<file path="src/rtl/enb_pkg.sv">
// ----------------------------------------------------------------------------
// enb_pkg: shared types and constants of the eight-neighbor blur
// word layouts of the pixel and result channels, register indexes, defaults
// ----------------------------------------------------------------------------
package enb_pkg;

   // default line store depth and frame height limit
   localparam int MAX_WIDTH_DEF  = 2048;
   localparam int MAX_HEIGHT_DEF = 2048;

   // configuration registers
   localparam int CFG_W = 12;
   localparam logic CSR_FRAME_WIDTH  = 1'b0;
   localparam logic CSR_FRAME_HEIGHT = 1'b1;
   localparam logic [CFG_W-1:0] FRAME_WIDTH_RST  = 12'd640;
   localparam logic [CFG_W-1:0] FRAME_HEIGHT_RST = 12'd480;

   // field widths
   localparam int CHAN_W = 8;
   localparam int PIX_W  = 3 * CHAN_W;
   localparam int POS_W  = 11;

   // result queue, depth must be a power of two
   localparam int OUT_FIFO_DEPTH = 8;

   typedef struct packed {
      logic [CHAN_W-1:0] in_red;
      logic [CHAN_W-1:0] in_green;
      logic [CHAN_W-1:0] in_blue;
   } req_type;

   typedef struct packed {
      logic [CHAN_W-1:0] out_red;
      logic [CHAN_W-1:0] out_green;
      logic [CHAN_W-1:0] out_blue;
      logic [POS_W-1:0]  out_row;
      logic [POS_W-1:0]  out_col;
      logic              last_of_run;
   } rsp_type;

   // up to two result words entering the queue in one cycle, word0 first
   typedef struct packed {
      logic [1:0] num;
      rsp_type    word0;
      rsp_type    word1;
   } enb_push_type;

endpackage

</file>
<file path="src/rtl/enb_out_fifo.sv">
// ----------------------------------------------------------------------------
// enb_out_fifo: result word queue
// takes up to two words a cycle in order, hands out one word a cycle
// ----------------------------------------------------------------------------
module enb_out_fifo
   import enb_pkg::*;
#(
   parameter int DEPTH = OUT_FIFO_DEPTH
) (
   input  logic         clock,
   input  logic         reset,
   input  enb_push_type push,
   input  logic         pop,
   output logic         out_valid,
   output rsp_type      out_word
);

   localparam int PW = $clog2(DEPTH);
   localparam int CW = $clog2(DEPTH + 1);

   rsp_type         mem_ff [DEPTH];
   logic [PW-1:0]   head_ff, head_in;
   logic [PW-1:0]   tail_ff, tail_in;
   logic [CW-1:0]   count_ff, count_in;
   logic [PW-1:0]   tail_next;

   // pointer and occupancy update
   always_comb begin
      tail_next = tail_ff + PW'(1);
      head_in   = pop ? head_ff + PW'(1) : head_ff;
      tail_in   = tail_ff + PW'(push.num);
      count_in  = count_ff + CW'(push.num) - CW'(pop);
   end

   always_ff @(posedge clock) begin
      if (reset) begin
         head_ff  <= '0;
         tail_ff  <= '0;
         count_ff <= '0;
      end else begin
         head_ff  <= head_in;
         tail_ff  <= tail_in;
         count_ff <= count_in;
      end
   end

   // word storage
   always_ff @(posedge clock) begin
      if (push.num != 2'd0) begin
         mem_ff[tail_ff] <= push.word0;
      end
      if (push.num == 2'd2) begin
         mem_ff[tail_next] <= push.word1;
      end
   end

   assign out_valid = (count_ff != '0);
   assign out_word  = mem_ff[head_ff];

endmodule

</file>
<file path="config.mk">
export PLATFORM = sky130hd
export DESIGN_NAME = enb_out_fifo
export DESIGN_NICKNAME = d
export VERILOG_FILES = /design/src/rtl/enb_pkg.sv /design/src/rtl/enb_out_fifo.sv
export SDC_FILE = /design/constraint.sdc
export NUM_CORES = 1
export LEC_CHECK = 0
export BUFFER_PORTS_ARGS = -buffer_cell sky130_fd_sc_hd__buf_2
export CORE_MARGIN = 4
export CORE_UTILIZATION = 45
export DETAILED_ROUTE_END_ITERATION = 16
export HOLD_SLACK_MARGIN = 0.02
export SLEW_MARGIN = 20
export SYNTH_ARGS = -nofsm -noshare
export SYNTH_HDL_FRONTEND = slang
export SYNTH_SLANG_ARGS = --single-unit
</file>
<file path="constraint.sdc">
create_clock -name clock -period 11.3 [get_ports clock]
set_input_delay 1.695 -clock clock [delete_from_list [all_inputs] [get_ports clock]]
set_output_delay 1.695 -clock clock [all_outputs]
set_load 0.01 [all_outputs]
</file>
Yosys cells after proc, flatten, opt, wreduce, memory -nomap -nowiden
Memory sizes are Yosys's and may differ from the RTL's. A register that Yosys moved wholly into a read port is not among the register bits.
Index checks and enable logic that the tools add are counted.
Cells by class
  $add $sub $neg: 5
  eq/ne operators: 1
  multiplexer cells: 6
  reductions and logical operators: 2
Operators by type and width (number)
  3-bit by 1-bit adder with 3-bit output, second input constant: 2
  3-bit two-way mux: 2
  4-bit by 2-bit adder with 4-bit output: 1
  1-bit two-way mux: 4
  4-bit nonzero test: 1
  4-bit by 1-bit subtractor with 4-bit output: 1
  3-bit by 2-bit adder with 3-bit output: 1
  2-bit equality test, second input constant: 1
  2-bit nonzero test: 1
Word-level totals
  flip-flop bits (word level): 10
  memory bits (writable): 376
  input bits: 99
  output and inout bits: 48
  word-level logic and storage cells: 18
  memories: 1
Memory list
  mem_ff: depth 8, width 47, rd ports 1, clocked after Yosys merged registers in 1, write ports 2, line enb_out_fifo.sv:21  | rsp_type mem_ff [DEPTH];

Longest topological paths before layout
Gate-level depths: netlist (run 1).
  depth in word-level cells: 3
  depth in mapped cells: 8
  mapped depth without buffers: 8

Least setup slack after synthesis (run 1)
Ideal clock, no wire load.
  path type: input to register
  start: input push[95] (netlist bit)
  end: memory mem_ff[1][0] (netlist bit), enable pin
  setup time: 0.522 ns
  arrival time: 5.358 ns
  data required time: 10.778 ns
  path slack: 5.420 ns
  stages: 2
  path buffers: 0
  path through: o21ai_0 > o31ai_1
RTL lines
  from (decl): line enb_out_fifo.sv:12  | input enb_push_type push,
  to (decl): line enb_out_fifo.sv:21

==> results.json, run 1 <==
{
  "status": "finished clean",
  "synth_seq_area_share_pct": 59.1,
  "synth-edff-count": 376,
  "die-area_sq_um": 46800,
  "ys_ff_latch": 389,
  "drive_above_1_share_pct": 58.4,
  "gr-total-overflow": 0,
  "io_pins": 147,
  "syn_area_per_cell_sq_um": 18.7,
  "power_leakage_nw": 7.51,
  "slew_headroom_pct": 31.3,
  "cts_root_buf": "clkbuf_16",
  "clock.fmax_mhz": 181,
  "cp_data_required_time_ns": 9.61,
  "drc_errors": 0,
  "cts_buffer_depth": 3,
  "final_common_cell": "mux2_2",
  "worst_pin_slew_ns": 1.03,
  "worstHoldPathCells": 2,
  "power.density_nw_per_um2": 168,
  "crit_arrival_ns": 3.82,
  "grt_pass1_wl_um": 71600,
  "fillers": 3543,
  "fin_skew_ns": 0.0220,
  "die_x_um": 216,
  "syn_inst": 1045,
  "cts_buffers": 45,
  "final_hold_viol_count": 0,
  "netlist_area_sq_um": 19500,
  "ir_drop_uv": 112,
  "worst_setup_path_end_kind": "output port",
  "h-tree-depth": 2,
  "cts_resized": 0,
  "hold_path_end": "head_ff[2]",
  "antenna_found_initial": 8,
  "met2_usage_pct": 32.2,
  "setup_ws_ns": 5.78,
  "hp-class": "reg2reg",
  "diodes": 0,
  "grt_max_degree": 67,
  "use_met3_pct": 3.86,
  "wl_per_cell_um": 26.1,
  "dp.cells": 1729,
  "worstSetupPathType": "reg2out",
  "routed_wl_um": 47400,
  "insertion_delay_ns": 0.57,
  "drv_slew": 0,
  "start_kind": "register",
  "yosysTopAreaCell": "edfxtp_1",
  "layout_common_cells": "402 x mux2_2, 376 x edfxtp_1, 146 x buf_2, 59 x mux4_2, 49 x clkbuf_16",
  "vias": 10400,
  "path_clk_slew_ns": 0.06,
  "die_h_um": 216,
  "vias_per_cell": 5.74,
  "hold_buffers": 0,
  "post_cts_buffers": 0,
  "pre_cts_slack_ns": 6.31,
  "fin_crit_ns": 5.52,
  "num_rows": 76,
  "synth_flop_cell": "edfxtp_1",
  "port_buffers": 146,
  "final_util_pct": 51.8,
  "hold_start": "head_ff[2]",
  "grt.met1_usage_pct": 29.6,
  "rsz0062_at_grt": "false",
  "area_growth_syn_to_layout_pct": 14.0,
  "ys_types": 35,
  "fin_nets": 1301,
  "dr.pass1.iters": 5,
  "yosys.area.top_type_share_pct": 57.8,
  "grt_pass1_vias": 11100,
  "timing.rr.start": "tail_ff[1]",
  "drtIter0Drc": 729,
  "maxCapViolCount": 0,
  "initial_core_util_pct": 45.5,
  "cts_tree": "built",
  "synth-async-reset-ratio_pct": 0,
  "timing.rr.end": "mem_ff[3][41]",
  "cts.sinks": 389,
  "top_usage_layer": "met2",
  "syn_nets": 1155,
  "final_cell_count_no_fill": 1812,
  "core_region_area_sq_um": 43000,
  "regToRegSetupSlack_ns": 7.66,
  "r2r_cells": 5,
  "ant_nets": 0,
  "fin_crit_sh_pct": 48.8,
  "ys_top_cells_by_area": "edfxtp_1 58%, mux2_2 23%, mux4_2 6.8%, mux4_1 4.7%, dfxtp_1 1.3%",
  "cp_max_fo": 40,
  "grt_util_all_layers_pct": 20.3,
  "yosys_warnings": 0,
  "gp_congestion": 0.692,
  "holdWs_ns": 0.534,
  "finalSetupTns_ns": 0,
  "hpwlAfterDp_um": 25400,
  "setup_viol": 0
}
-- kinds of logic (layout without fill, tap and decap cells) --
kind of cell,Yosys count,count (layout),synth area share [%]
AOI/OAI and AO/OA,13,13,0.403
xor gates and xnor gates,6,6,0.346
adders and majority gates,11,11,0.781
buffers and inverters,78,260,2.61
DFF,389,389,59.1
muxes,518,518,35.9
and+or+nand+nor,30,30,0.826
-- cell type report --
| class | instances | area (sq um) | share of cell area [%] |
|---|---|---|---|
| inverters | 10 | 37.5 | 0.168 |
| multi-input cells | 578 | 7640 | 34.3 |
| repair buffers | 167 | 908 | 4.08 |
| clock buffers | 57 | 1260 | 5.64 |
| clock inverters | 26 | 146 | 0.657 |
| flip-flops and latches | 389 | 11600 | 51.9 |
| well taps | 585 | 732 | 3.29 |
-- worst max path at each step --
| stage | cells past startpoint | end |
|---|---|---|
| 2_1_floorplan | 2 | mem_ff[1][0] |
| 3_3_place_gp | 5 | out_word[35] |
| 3_5_place_dp | 5 | out_word[30] |
| 4_1_cts | 5 | out_word[30] |
| 5_1_grt | 5 | out_word[30] |
| 6_report | 5 | out_word[30] |
-- metal layers --
layer,wire [um],vias to the layer above,share of wire (%)
met5,115,-,0.24
met4,760,16,1.6
met3,2580,64,5.5
met2,22500,263,47
met1,21400,5446,45
li1,-,4620,-
-- per-stage QoR --
step | power, mW | area [sq um]
6_report | 3.75 | 22300
5_1_grt | 3.90 | 22300
4_1_cts | 3.79 | 22300
2_1_floorplan | 2.18 | 19500
3_3_place_gp | 2.39 | 20800
3_5_place_dp | 2.40 | 20900
-- synth_stat cells, drive strengths merged (4+ instances only) --
| cell type | number |
|---|---|
| inv | 10 |
| clkbuf | 8 |
| nor2 | 10 |
| ha | 9 |
| buf | 60 |
| mux2 | 423 |
| nand2 | 6 |
| o21ai | 5 |
| nand3 | 4 |
| edfxtp | 376 |
| dfxtp | 13 |
| mux4 | 94 |
-- worst max-delay path, stage by stage (launching register included) --
cell and delay (ns):
dfxtp_4 0.61, buf_4 0.68, buf_4 0.76, mux4_1 0.65, mux2_2 0.32, buf_2 0.15
-- report_power, final --
part | switching [mW] | leakage, nW | internal, mW
Combinational | 0.317 | 3.25 | 0.274
Clock | 0.583 | 0.702 | 0.807
Sequential | 0.0348 | 3.56 | 1.73
-- sequential cells by signal (all words and copies together) (netlist names), named ones only --
signal,count
mem_ff,376
count_ff,4
head_ff,3
tail_ff,3
Note: power is estimated with default switching activity, not from simulation.
==> run 2: changes to the inputs <==
clock period = 5.25 ns   (was 11.3 ns; I/O delays follow)
==> results.json, run 2 (synthesized netlist as in run 1, its figures left out) <==
{
  "finalSetupTns_ns": 0,
  "cp_max_fo": 34,
  "cts.sinks": 389,
  "die_x_um": 216,
  "insertion_delay_ns": 0.57,
  "cp_data_required_time_ns": 4.46,
  "core_region_area_sq_um": 43000,
  "worst_pin_slew_ns": 0.990,
  "multiInputGateArea_sq_um": 7640,
  "gr-total-overflow": 0,
  "cts_root_buf": "clkbuf_16",
  "worst_setup_path_end_kind": "output port",
  "clock.fmax_mhz": 271,
  "hold_buffers": 0,
  "io_pins": 147,
  "fin_crit_sh_pct": 70.3,
  "r2r_cells": 5,
  "slew_headroom_pct": 33.7,
  "grt_pass1_vias": 11000,
  "vias": 10300,
  "power_leakage_nw": 7.46,
  "maxCapViolCount": 0,
  "grt_util_all_layers_pct": 19.8,
  "drc_errors": 0,
  "dr.pass1.iters": 4,
  "post_cts_buffers": 0,
  "fin_crit_ns": 3.69,
  "die_h_um": 216,
  "cts_resized": 0,
  "p_total_mw": 7.94,
  "wl_per_cell_um": 25.7,
  "num_rows": 76,
  "hold_path_end": "count_ff[1]",
  "regToRegSetupSlack_ns": 1.94,
  "cts_buffers": 45,
  "ant_nets": 0,
  "timing.rr.start": "tail_ff[1]",
  "wl_met1_um": 21400,
  "final_hold_viol_count": 0,
  "cts_buffer_depth": 3,
  "hp-class": "in2reg",
  "rsz0062_at_grt": "false",
  "status": "finished clean",
  "met3WireLength_um": 2430,
  "largest_register_ffs": 376,
  "area_growth_syn_to_layout_pct": 13.7,
  "placed_area_sq_um": 20900,
  "worstHoldPathCells": 2,
  "gp_congestion": 0.716,
  "layout_common_cells": "402 x mux2_2, 376 x edfxtp_1, 146 x buf_2, 59 x mux4_2, 47 x clkbuf_16",
  "ir_drop_uv": 204,
  "final_common_cell": "mux2_2",
  "fin_nets": 1302,
  "antenna_found_initial": 8,
  "drive_above_1_share_pct": 57.7,
  "seq_area_sq_um": 11600,
  "top_register": "mem_ff",
  "fin_skew_ns": 0.0142,
  "h-tree-depth": 2,
  "fillers": 3622,
  "fin_area_sq_um": 22200,
  "cts_tree": "built",
  "start_kind": "register",
  "timing.rr.end": "mem_ff[0][25]",
  "grt_max_degree": 59,
  "path_clk_slew_ns": 0.06,
  "vias_per_cell": 5.71,
  "die-area_sq_um": 46800,
  "largestRegisters": "mem_ff (376), count_ff (4)",
  "port_buffers": 146,
  "setup_viol": 0,
  "wl_met2_um": 21700,
  "drv_slew": 0,
  "routed_wl_um": 46500,
  "drtIter0Drc": 582,
  "crit_arrival_ns": 2.90,
  "grt_pass1_wl_um": 70200,
  "dr.max_layer_used": "met5",
  "hold_start": "reset",
  "power.density_nw_per_um2": 357,
  "diodes": 0,
  "initial_core_util_pct": 45.5,
  "worstSetupPathType": "reg2out",
  "holdWs_ns": 0.521,
  "hpwlAfterDp_um": 25400
}
[run 2: report_power, final]
group / leakage (nW) / total, mW / switching (mW) / internal [mW]
logic: 3.26 / 1.24 / 0.654 / 0.583
registers: 3.56 / 3.83 / 0.0958 / 3.74
clock network: 0.641 / 2.87 / 1.23 / 1.64
[run 2: through the flow]
| step | setup slack (ns) | std cells | utilization (%) |
|---|---|---|---|
| after global routing | 1.38 | 1811 | 51.7 |
| after CTS | 1.46 | 1811 | 51.7 |
| after detailed placement | 1.77 | 1730 | 48.6 |
| final | 1.56 | 1811 | 51.7 |
| after global placement | 1.82 | 1730 | 48.6 |
| after floorplan | 0.278 | 1045 | - |
[run 2: worst max-delay path, stage by stage, from the launching register on]
cell     delay [ns]
dfxtp_4        0.81
buf_4          0.45
mux4_1         0.62
mux2_2         0.28
buf_2          0.14
[run 2: worst max path at each step]
stage / depth (start not counted) / to / from / slack [ns]
after global placement: 6 / mem_ff[7][25] / push[95] / 1.82
final: 4 / out_word[20] / register / 1.56
after detailed placement: 6 / mem_ff[7][25] / push[95] / 1.77
after floorplan: 2 / mem_ff[1][0] / push[95] / 0.28
after CTS: 4 / out_word[13] / register / 1.46
after global routing: 4 / out_word[13] / register / 1.38
[run 2: layer usage]
| metal | track usage, % | vias up |
|---|---|---|
| met2 | 31.5 | 240 |
| li1 | - | 4623 |
| met1 | 28.4 | 5396 |
| met4 | 4.97 | 14 |
| met3 | 3.74 | 69 |
| met5 | 0 | - |
[run 2: layout make-up]
cell class / count / share of cell area, %
clock inverters: 15 / 0.343
inverters: 10 / 0.169
clock buffers: 66 / 5.61
flip-flops and latches: 389 / 52.0
well taps: 585 / 3.29
repair buffers: 168 / 4.20
multi-input cells: 578 / 34.4
