`src/rtl/enb_ram.sv`:
```
// ----------------------------------------------------------------------------
// enb_ram: generic single-port-write, single-port-read ram
// one write and one registered read per cycle, read returns the old data
// ----------------------------------------------------------------------------
module enb_ram #(
   parameter int WIDTH = 8,
   parameter int DEPTH = 16
) (
   input  logic                     clock,
   input  logic                     wr_en,
   input  logic [$clog2(DEPTH)-1:0] wr_addr,
   input  logic [WIDTH-1:0]         wr_data,
   input  logic                     rd_en,
   input  logic [$clog2(DEPTH)-1:0] rd_addr,
   output logic [WIDTH-1:0]         rd_data
);

   logic [WIDTH-1:0] mem [DEPTH];
   logic [WIDTH-1:0] rd_data_ff;

   // storage write and registered read
   always_ff @(posedge clock) begin
      if (wr_en) begin
         mem[wr_addr] <= wr_data;
      end
      if (rd_en) begin
         rd_data_ff <= mem[rd_addr];
      end
   end

   assign rd_data = rd_data_ff;

endmodule

```
`config.mk`:
```
export PLATFORM = sky130hd
export DESIGN_NAME = enb_ram
export DESIGN_NICKNAME = d
export VERILOG_FILES = /design/src/rtl/enb_ram.sv
export SDC_FILE = /design/constraint.sdc
export NUM_CORES = 1
export LEC_CHECK = 0
export BUFFER_PORTS_ARGS = -buffer_cell sky130_fd_sc_hd__buf_4
export CAP_MARGIN = 25
export CELL_PAD_IN_SITES_DETAIL_PLACEMENT = 1
export CELL_PAD_IN_SITES_GLOBAL_PLACEMENT = 2
export CORE_MARGIN = 4
export CORE_UTILIZATION = 45
export CTS_CLUSTER_DIAMETER = 60
export DETAILED_ROUTE_END_ITERATION = 16
export PLACE_DENSITY = 0.75
export SLEW_MARGIN = 15
export SYNTH_ARGS = -nofsm -noshare
export SYNTH_HDL_FRONTEND = slang
export SYNTH_SLANG_ARGS = --single-unit
```
`constraint.sdc`:
```
create_clock -name clock -period 2.25 [get_ports clock]
set_input_delay 0.1125 -clock clock [delete_from_list [all_inputs] [get_ports clock]]
set_output_delay 0.1125 -clock clock [all_outputs]
set_load 0.02 [all_outputs]
```
# --- After elaboration in Yosys (flattened, before gate mapping) ---
# Memory sizes are Yosys's and may differ from the RTL's. A register that Yosys moved wholly into a read port is not among the register bits.
# Cells that the tools add are included.
op_classes:
  muxes: 2
ops:
  columns: ["cell", "count"]
  rows:
  - ["$mux W1", 2]
totals:
  regBits: 0
  ramBits: 128
  in_bits: 19
  out_inout_bits: 8
  wordCells: 3
  memories: 1
memory_table:
  columns: ["memory", "words", "width", "read_ports", "rd_ports_with_merged_regs", "write_ports", "line", "source"]
  rows:
  - ["mem", 16, 8, 1, 1, 1, "18", "logic [WIDTH-1:0] mem [DEPTH];"]

# --- Logic depth before layout (Yosys ltp) ---
# Gate-level depths: netlist of run 1.
depth:
  word_depth: 2
  mapped_depth: 5

# --- Worst setup path after synthesis of run 1 ---
# OpenSTA, ideal clock, no wires.
synth_path:
  path_type: "input port to flip-flop"
  start: "in wr_addr[2]"
  end: "mem mem[0][0] (enable)"
  setup_time_ps: 383
  arrival_time_ps: 1222
  required_time_ps: 1867
  setup_slack_ps: 645
  path_stages: 2
  path_buffers: 0
  path_cell_list: "or3b_2 > nor3_1"
synth_rtl:
  columns: ["item", "line", "source"]
  rows:
  - ["start: declaration", "11", "input logic [$clog2(DEPTH)-1:0] wr_addr,"]
  - ["end: declaration", "18", null]
# Straight into the memory's write port.

==> run metrics, run 1 <==
first-pass GRT wire length=16,500 um; CP endpoint kind=flop; Worst-path clk slew=0.06 ns; Cell Area, Synth=5230 um2; Logic pwr share=4.6%; Clock Latency Late Sink=0.40 ns; core footprint=11,400 um2; worst-path maximum fanout=1; maximum VDD drop=0.000509 V; largest net degree at the start of global routing=33; RSZ-0062 raised after global routing=false; area grow syn2layout=20.9%; final hold vios=0; CTS sink cnt=136; clock skew=0.00395 ns; synthesized area per cell=22.8 um2; CTS root buffer=clkbuf_16; Power Density=984 nW/um2; Final period util=69.4%; Global Route Usage Sum=17.7%; sequential area share after synthesis=78.1%; average wire per standard cell=24.8 um; CP Launch Point=mem[2][3]; Synth Area in XOR/XNOR=0%; final wirelength=10,900 um; DP HPWL=6870 um; CP required=2.40 ns; FP Rows=39; multi-input logic area=1060 um2; HP Start=wr_data[6]; via count of the first global-routing pass=2,681; Yosys Warn Count=0; Gate Count Post-Synth=229; Leakage Power=0.00214 uW; Resized Gates After CTS=0; max cap viols=0; CTS tree=yes; adder-cell area share of the yosys netlist=0%; Switch Pwr=1170 uW; synth unique cells=18; Congestion Overflow GR=0; hold_buf cts=0; worst r2r src=mem[2][3]; setup TNS=0 ns; main combinational cell family by area after synthesis=multiplexers; Die W=116 um; critical path arrival=1.71 ns; ANT cells=0; post-synthesis simple-gate area fraction=3.14%; Worst-Margin Slew=0.781 ns; fraction of layout cells with a size suffix above 1=30.8%; Port Buffer Count=26; class of the worst hold path=in -> reg; Initial Util=45.8%; vias=2,441; fin util=55.4%; drt drc=0; Synth Register Bits=136; relative slew slack=47.8%; DRT iter0 DRCs=215; clock buffer depth=2; compound-cell area share of the yosys netlist=2.30%; wire length on met2=5610 um; vias per cell=5.57; initial antenna violation count=0; mux contribution to synthesized area=14.8%; CTS H-tree depth=4; max layer used=met4; cells on worst reg2reg path=3; Hold Path Depth=1; Net Sw Frac=18.7%; fmax=0.640 GHz; I/O Pins=27; post-CTS setup buffers=0; WL met1=4610 um; crit start category=flop; cell accounting for the most synthesized area=edfxtp_1; fin crit period=1.56 ns; nets@finish=301; endpoints failing setup=0; Detail Route Antenna Nets=0; final max-slew violation count=0; DRT Pass-1 Iters=4; status=completed; metal3 WL=489 um; Die Ht=116 um; Seq pwr share=46.2%; Filler cells=1,019; Internal Power=5050 uW; area of the die=13,400 um2; RePlAce Congestion=0.711; Clk pwr share=49.2%; CTS buffer count=17; critical setup path kind=reg -> reg; Reg area=4080 um2; main area contributors after synthesis=edfxtp_1 (78%), mux4_2 (7.8%), mux4_1 (7.0%); Yosys top cell area share=78.1%; syn_nets=248
-- synthesized netlist by cell type --
master,n
and2_1,1
and2b_1,1
buf_6,3
nor3_1,4
or3b_2,1
nand2_1,9
mux4_2,18
a22oi_1,16
nand2b_1,2
buf_4,1
nand3_1,1
nor2_1,13
clkdlybuf4s25_2,3
nor2b_1,1
buf_2,3
mux4_1,14
edfxtp_1,136
nand3b_1,2
-- placed cells by master, fill, tap and decap left out, types with 4 or more instances in the layout --
| cell type | netlist | routed |
|---|---|---|
| edfxtp_1 | 136 | 136 |
| buf_4 | 1 | 43 |
| mux4_2 | 18 | 18 |
| clkbuf_16 | 0 | 17 |
| a22oi_1 | 16 | 16 |
| mux4_1 | 14 | 14 |
| nor2_1 | 13 | 13 |
| nand2_1 | 9 | 9 |
| bufinv_16 | 0 | 6 |
| nor3_1 | 4 | 4 |
-- logic make-up (layout without fill, tap and decap cells) --
logic type             count (synthesis)  after routing
flip-flops                           136            136
AND/OR/NAND/NOR                       35             35
multiplexers                          32             32
AO/OA/AOI/OAI                         16             16
buffers and inverters                 10             76
-- area by class of cell --
class | count | share of cell area [%]
Clock buffer | 19 | 6.85
Multi-Input combinational cell | 83 | 16.7
Tap cell | 143 | 2.83
Timing Repair Buffer | 44 | 5.42
Sequential cell | 136 | 64.6
Clock inverter | 13 | 3.56
-- critical path, cell delays in order (launching register included) --
cell and delay (ns):
edfxtp_1 0.37, mux4_1 0.52, a22oi_1 0.33, nand2_1 0.09
-- state kept, by name (all words and copies together), names as in the netlist --
name     count
mem        128
rd_data      8
-- worst paths after layout --
path | slack [ns] | to
worst max-delay path | 0.69 | rd_data[3]
worst min-delay path | 0.01 | mem[7][6]
worst max register to register | 0.69 | rd_data[3]
worst min register to register | 0.76 | rd_data[3]
-- routing by layer --
layer / vias to the layer above / track usage, %
li1: 1085 / -
met1: 1272 / 23.5
met2: 74 / 29.3
met3: 10 / 3.92
met4: 0 / 6.19
met5: - / 0
-- per-stage QoR --
step / instance area, um2 / setup WS [ns] / hold WS (ns) / cells / power (uW)
finish: 6320 / 0.687 / 0.0123 / 438 / 6220
detailed placement: 5660 / 0.382 / 0.432 / 406 / 3220
CTS: 6320 / 0.656 / 0.00264 / 438 / 6270
global placement: 5660 / 0.469 / 0.422 / 406 / 3210
global route: 6320 / 0.624 / 0.0162 / 438 / 6420
floorplan: 5230 / 0.645 / 0.211 / 229 / 3080
-- power by group through the flow --
stage | Clock [uW] | Combinational (uW) | Sequential, uW
2_1_floorplan | 0 | 144 | 2930
4_1_cts | 3100 | 294 | 2870
3_3_place_gp | 0 | 284 | 2920
3_5_place_dp | 0 | 293 | 2930
6_report | 3060 | 287 | 2870
5_1_grt | 3230 | 312 | 2880
No activity file was read; power rests on OpenSTA's default activity.
==> run 2, diff against run 1 <==
CORE_UTILIZATION = 43   (was 45)
clock period = 1.3 ns   (was 2.25 ns; I/O delays follow)
==> run metrics, run 2 (same netlist as run 1, synthesis figures left out) <==
RePlAce Congestion=0.713 (was 0.711); commonest non-fill, non-tap cell in the layout=edfxtp_1 (unchanged); Worst-path clk slew=0.05 ns (was 0.06 ns); final hold vios=0 (unchanged); Initial Util=43.7% (was 45.8%); RSZ-0062 raised after global routing=true (was false); average wire per standard cell=23.5 um (was 24.8 um); relative slew slack=36.3% (was 47.8%); area of the die=14,000 um2 (was 13,400 um2); drt drc=0 (unchanged); Crit path buffers/inverters=0 (unchanged); fin util=53.5% (was 55.4%); Worst Hold Path EP=mem[0][1] (was mem[7][6]); Clock Latency Late Sink=0.41 ns (was 0.40 ns); clock skew=0.00376 ns (was 0.00395 ns); first-pass GRT wire length=16,700 um (was 16,500 um); FP Rows=40 (was 39); vias=2,484 (was 2,441); worst-path cell with the longest stage delay=mux4_2 (was mux4_1); area grow syn2layout=22.3% (was 20.9%); I/O Pins=27 (unchanged); Power Density=1530 nW/um2 (was 984 nW/um2); max cap viols=0 (unchanged); Most flops, register=mem (unchanged); delay-heaviest family, CP=multiplexers (unchanged); Hold Path Depth=3 (was 1); fmax=0.691 GHz (was 0.640 GHz); CP endpoint kind=flop (unchanged); Congestion Overflow GR=0 (unchanged); CTS root buffer=clkbuf_16 (unchanged); clock buffer depth=2 (unchanged); pre-CTS WS=-0.359 ns (was 0.382 ns); Die W=118 um (was 116 um); HP Start=wr_addr[0] (was wr_data[6]); class of the worst hold path=in -> reg (unchanged); DRT iter0 DRCs=228 (was 215); nets@finish=319 (was 301); Critical Path, Cell by Cell=mux4_2, a22oi_2, nand2_1 (was mux4_1, a22oi_1, nand2_1); final wirelength=10,800 um (was 10,900 um); fraction of layout cells with a size suffix above 1=36.9% (was 30.8%); largest net degree at the start of global routing=17 (was 33); Port Buffer Count=26 (unchanged); failing checks=setup timing; DRT Pass-1 Iters=4 (unchanged); CTS sink cnt=136 (unchanged); Final period util=111% (was 69.4%); fin crit period=1.45 ns (was 1.56 ns); cells on worst reg2reg path=3 (unchanged); status=finished with violations (was completed); worst-path maximum fanout=1 (unchanged); post-CTS setup buffers=0 (unchanged); FF-to-FF setup slack=-0.15 ns (was 0.69 ns); max incr delay on CP=0.51 ns (was 0.52 ns); Die Ht=118 um (was 116 um); Leakage Power=0.00216 uW (was 0.00214 uW); DP HPWL=6920 um (was 6870 um); via count of the first global-routing pass=2,729 (was 2,681); worst r2r src=mem[3][2] (was mem[2][3]); final max-slew violation count=0 (unchanged); critical setup path kind=reg -> reg (unchanged); Worst-Margin Slew=0.953 ns (was 0.781 ns); maximum VDD drop=0.000793 V (was 0.000509 V); critical path arrival=1.60 ns (was 1.71 ns); CTS buffer count=17 (unchanged); Setup WS post-layout=-0.148 ns (was 0.687 ns); most frequent cells in the layout=edfxtp_1 (136), buf_4 (48), mux4_2 (27), clkbuf_16 (17), nor2_1 (13) (was edfxtp_1 (136), buf_4 (43), mux4_2 (18), clkbuf_16 (17), a22oi_1 (16)); ANT cells=0 (unchanged); initial antenna violation count=0 (unchanged); Global Route Usage Sum=16.9% (was 17.7%); R2R Path End=rd_data[2] (was rd_data[3]); endpoints failing setup=8 (was 0); Detail Route Antenna Nets=0 (unchanged); CP required=1.45 ns (was 2.40 ns); crit start category=flop (unchanged); vias per cell=5.41 (was 5.57); core footprint=12,000 um2 (was 11,400 um2); CTS tree=yes (unchanged); max FFs per register=128 (unchanged); CTS H-tree depth=4 (unchanged)
## run 2: metrics by stage
| stage | instances | setup TNS, ns | hold WS, ns | power, uW | area, um2 |
|---|---|---|---|---|---|
| after floorplan | 229 | -0.946 | 0.164 | 5340 | 5220 |
| after global placement | 419 | -3.16 | 0.373 | 5590 | 5760 |
| after detailed placement | 419 | -3.84 | 0.390 | 5610 | 5760 |
| after CTS | 459 | -1.04 | 0.181 | 9870 | 6390 |
| after global routing | 459 | -1.28 | 0.196 | 10100 | 6390 |
| final | 459 | -0.807 | 0.198 | 9750 | 6390 |
## run 2: layout make-up
class	instances	area [um2]
Clock inverter	13	88.8
Timing Repair Buffer	62	551
Multi-Input combinational cell	83	1060
Sequential cell	136	4080
Fill cell	1059	5570
Tap cell	147	184
Clock buffer	18	429
## run 2: power by group
part / switching [uW] / total, uW / internal [uW]
sequential: 25.0 / 4970 / 4940
clock: 1650 / 4210 / 2560
combinational: 302 / 577 / 275
total: 1980 / 9750 / 7780
## run 2: repair_timing
action,4_1_cts,5_1_grt
setup endpoints to repair,8,8
gates resized for setup,6,2
hold buffers,9,0
hold endpoints to repair,132,0
pin swaps,3,2
## run 2: metal layers
layer	vias to the layer above	GRT usage (%)	part of all wire [%]
met5	-	0	0
met3	9	4.74	3.4
met4	0	6.81	1.5
li1	1115	-	-
met1	1299	22.9	44
met2	61	25.9	51
## run 2: worst max-delay path by stage
| stage | cells after the start | start | to |
|---|---|---|---|
| floorplan | 2 | wr_addr[2] | mem[3][0] |
| global placement | 5 | rd_addr[0] | rd_data[2] |
| detailed placement | 6 | rd_addr[0] | rd_data[3] |
| CTS | 3 | mem[3][2] | rd_data[2] |
| global route | 3 | mem[3][2] | rd_data[2] |
| finish | 3 | mem[3][2] | rd_data[2] |
## run 2: worst register-to-register path, stage by stage, from the launching register on
cell	delay (ns)
edfxtp_1	0.36
mux4_2	0.51
a22oi_2	0.23
nand2_1	0.09
==> run 3, diff against run 2 <==
CAP_MARGIN = unset   (was 25)
CORE_UTILIZATION = 45   (was 43)
clock period = 1.5 ns   (was 1.3 ns; I/O delays follow)
==> run metrics, run 3 (same netlist as run 1, synthesis figures left out) <==
status=finished with violations (unchanged); failing checks=setup timing (unchanged); Most flops, register=mem (unchanged); endpoints failing setup=2 (was 8); fmax=0.654 GHz (was 0.691 GHz); Leakage Power=0.00222 uW (was 0.00216 uW); setup TNS=-0.0373 ns (was -0.807 ns); Clk pwr share=49.1% (was 43.2%); max incr delay on CP=0.47 ns (was 0.51 ns); Detail Route Antenna Nets=0 (unchanged); via count of the first global-routing pass=2,783 (was 2,729); delay-heaviest family, CP=multiplexers (unchanged); Die W=116 um (was 118 um); fin crit period=1.53 ns (was 1.45 ns); fraction of layout cells with a size suffix above 1=36.1% (was 36.9%); Power Density=1450 nW/um2 (was 1530 nW/um2); Seq pwr share=45.7% (was 50.9%); I/O Pins=27 (unchanged); final wirelength=11,900 um (was 10,800 um); ANT cells=0 (unchanged); RSZ-0062 raised after global routing=true (unchanged); CP required=1.66 ns (was 1.45 ns); CP endpoint kind=flop (unchanged); final hold vios=0 (unchanged); Setup WS post-layout=-0.0296 ns (was -0.148 ns); vias per cell=5.70 (was 5.41); fin util=56.8% (was 53.5%); average wire per standard cell=26.2 um (was 23.5 um); Clock Latency Late Sink=0.41 ns (about the same); Critical Path, Cell by Cell=mux4_2, a22oi_2, buf_4, nand2_2 (was mux4_2, a22oi_2, nand2_1); initial antenna violation count=0 (unchanged); max FFs per register=128 (unchanged); Die Ht=116 um (was 118 um); Congestion Overflow GR=0 (unchanged); Switch Pwr=1830 uW (was 1980 uW); critical path arrival=1.69 ns (was 1.60 ns); Crit path buffers/inverters=1 (was 0); Worst-path clk slew=0.06 ns (was 0.05 ns); clock buffer depth=2 (unchanged); first-pass GRT wire length=18,000 um (was 16,700 um); FP Rows=39 (was 40); cells on worst reg2reg path=4 (was 3); post-CTS setup buffers=0 (unchanged); core footprint=11,400 um2 (was 12,000 um2); Levels on crit path=4 (was 3); critical setup path kind=reg -> reg (unchanged); largest net degree at the start of global routing=18 (was 17); Non-Filler Instances=456 (was 459); Global Route Usage Sum=19.5% (was 16.9%); Final Power=9430 uW (was 9750 uW); CP Launch Point=mem[1][5] (was mem[3][2]); clock skew=0.00546 ns (was 0.00376 ns); R2R Path End=rd_data[5] (was rd_data[2]); vias=2,598 (was 2,484); DP HPWL=7220 um (was 6920 um); DRT Pass-1 Iters=4 (unchanged); FF-to-FF setup slack=-0.03 ns (was -0.15 ns); nets@finish=319 (unchanged); max cap viols=0 (unchanged); area grow syn2layout=24.2% (was 22.3%); Port Buffer Count=26 (unchanged); final max-slew violation count=0 (unchanged); class of the worst hold path=in -> reg (unchanged); relative slew slack=30.5% (was 36.3%); CTS root buffer=clkbuf_16 (unchanged); DRT iter0 DRCs=187 (was 228); CTS buffer count=17 (unchanged); Worst-Margin Slew=1.04 ns (was 0.953 ns); commonest non-fill, non-tap cell in the layout=edfxtp_1 (unchanged); CTS sink cnt=136 (unchanged); Post-Place Cells=416 (was 419); CTS H-tree depth=4 (unchanged); CP endpoint=rd_data[5] (was rd_data[2]); worst r2r src=mem[1][5] (was mem[3][2]); maximum VDD drop=0.000825 V (was 0.000793 V); Final period util=102% (was 111%); Net Sw Frac=19.4% (was 20.3%); worst-path maximum fanout=1 (unchanged); RePlAce Congestion=0.727 (was 0.713); CTS tree=yes (unchanged); worst-path cell with the longest stage delay=mux4_2 (unchanged); Logic pwr share=5.3% (was 5.9%); Initial Util=45.8% (was 43.7%); crit start category=flop (unchanged); pre-CTS WS=-0.178 ns (was -0.359 ns); Internal Power=7600 uW (was 7780 uW); most frequent cells in the layout=edfxtp_1 (136), buf_4 (53), mux4_2 (22), clkbuf_16 (17), nor2_1 (13) (was edfxtp_1 (136), buf_4 (48), mux4_2 (27), clkbuf_16 (17), nor2_1 (13)); area of the die=13,400 um2 (was 14,000 um2); drt drc=0 (unchanged)
run 3: cell count changes in the layout (fill, tap and decap cells not counted):
cell	delta
a22oi_2	-2
buf_12	-4
mux4_2	-5
mux4_1	+5
dlygate4sd3_1	-1
clkinv_2	-5
nand2_2	+2
buf_4	+5
a22oi_1	+2
clkinv_4	+2
clkbuf_1	-1
bufinv_16	+5
nand2_1	-2
run 3: cell type report:
cell class | instances | area, um2
clock buffers | 17 | 425
clock inverters | 15 | 231
flip-flops and latches | 136 | 4080
well taps | 143 | 179
fillers | 1009 | 4930
repair buffers | 62 | 498
multi-input cells | 83 | 1070
run 3: power groups by stage:
stage | combinational (uW) | sequential (uW) | clock (uW)
2_1_floorplan | 216 | 4400 | 0
3_3_place_gp | 452 | 4380 | 0
3_5_place_dp | 466 | 4390 | 0
4_1_cts | 500 | 4310 | 4690
5_1_grt | 531 | 4310 | 4880
6_report | 495 | 4310 | 4630
run 3: metrics by stage:
| stage | hold WS, ns | area, um2 |
|---|---|---|
| floorplan | 0.174 | 5230 |
| global placement | 0.368 | 5740 |
| detailed placement | 0.387 | 5740 |
| CTS | 0.0000884 | 6490 |
| global route | 0.0152 | 6490 |
| finish | 0.0138 | 6490 |
run 3: worst min-delay path by stage:
| stage | from | endpoint | slack [ns] | depth (start not counted) |
|---|---|---|---|---|
| global route | wr_data[5] | mem[5][5] | 0.02 | 1 |
| floorplan | wr_data[0] | mem[0][0] | 0.17 | 0 |
| CTS | wr_data[5] | mem[6][5] | 0.00009 | 1 |
| detailed placement | wr_data[1] | mem[4][1] | 0.39 | 1 |
| global placement | wr_data[1] | mem[7][1] | 0.37 | 1 |
| finish | wr_data[5] | mem[4][5] | 0.01 | 1 |
run 3: timing repair:
item,4_1_cts,5_1_grt
setup endpoints to repair,3,6
pin swaps,2,0
endpoints found under the hold margin,116,0
hold buffers,8,0
gates resized for setup,8,2
run 3: routing by layer:
metal / routed length [um] / global-route usage, %
met1: 5140 / 27.4
met2: 6060 / 30.7
met3: 586 / 4.70
met4: 156 / 6.26
met5: 0 / 0
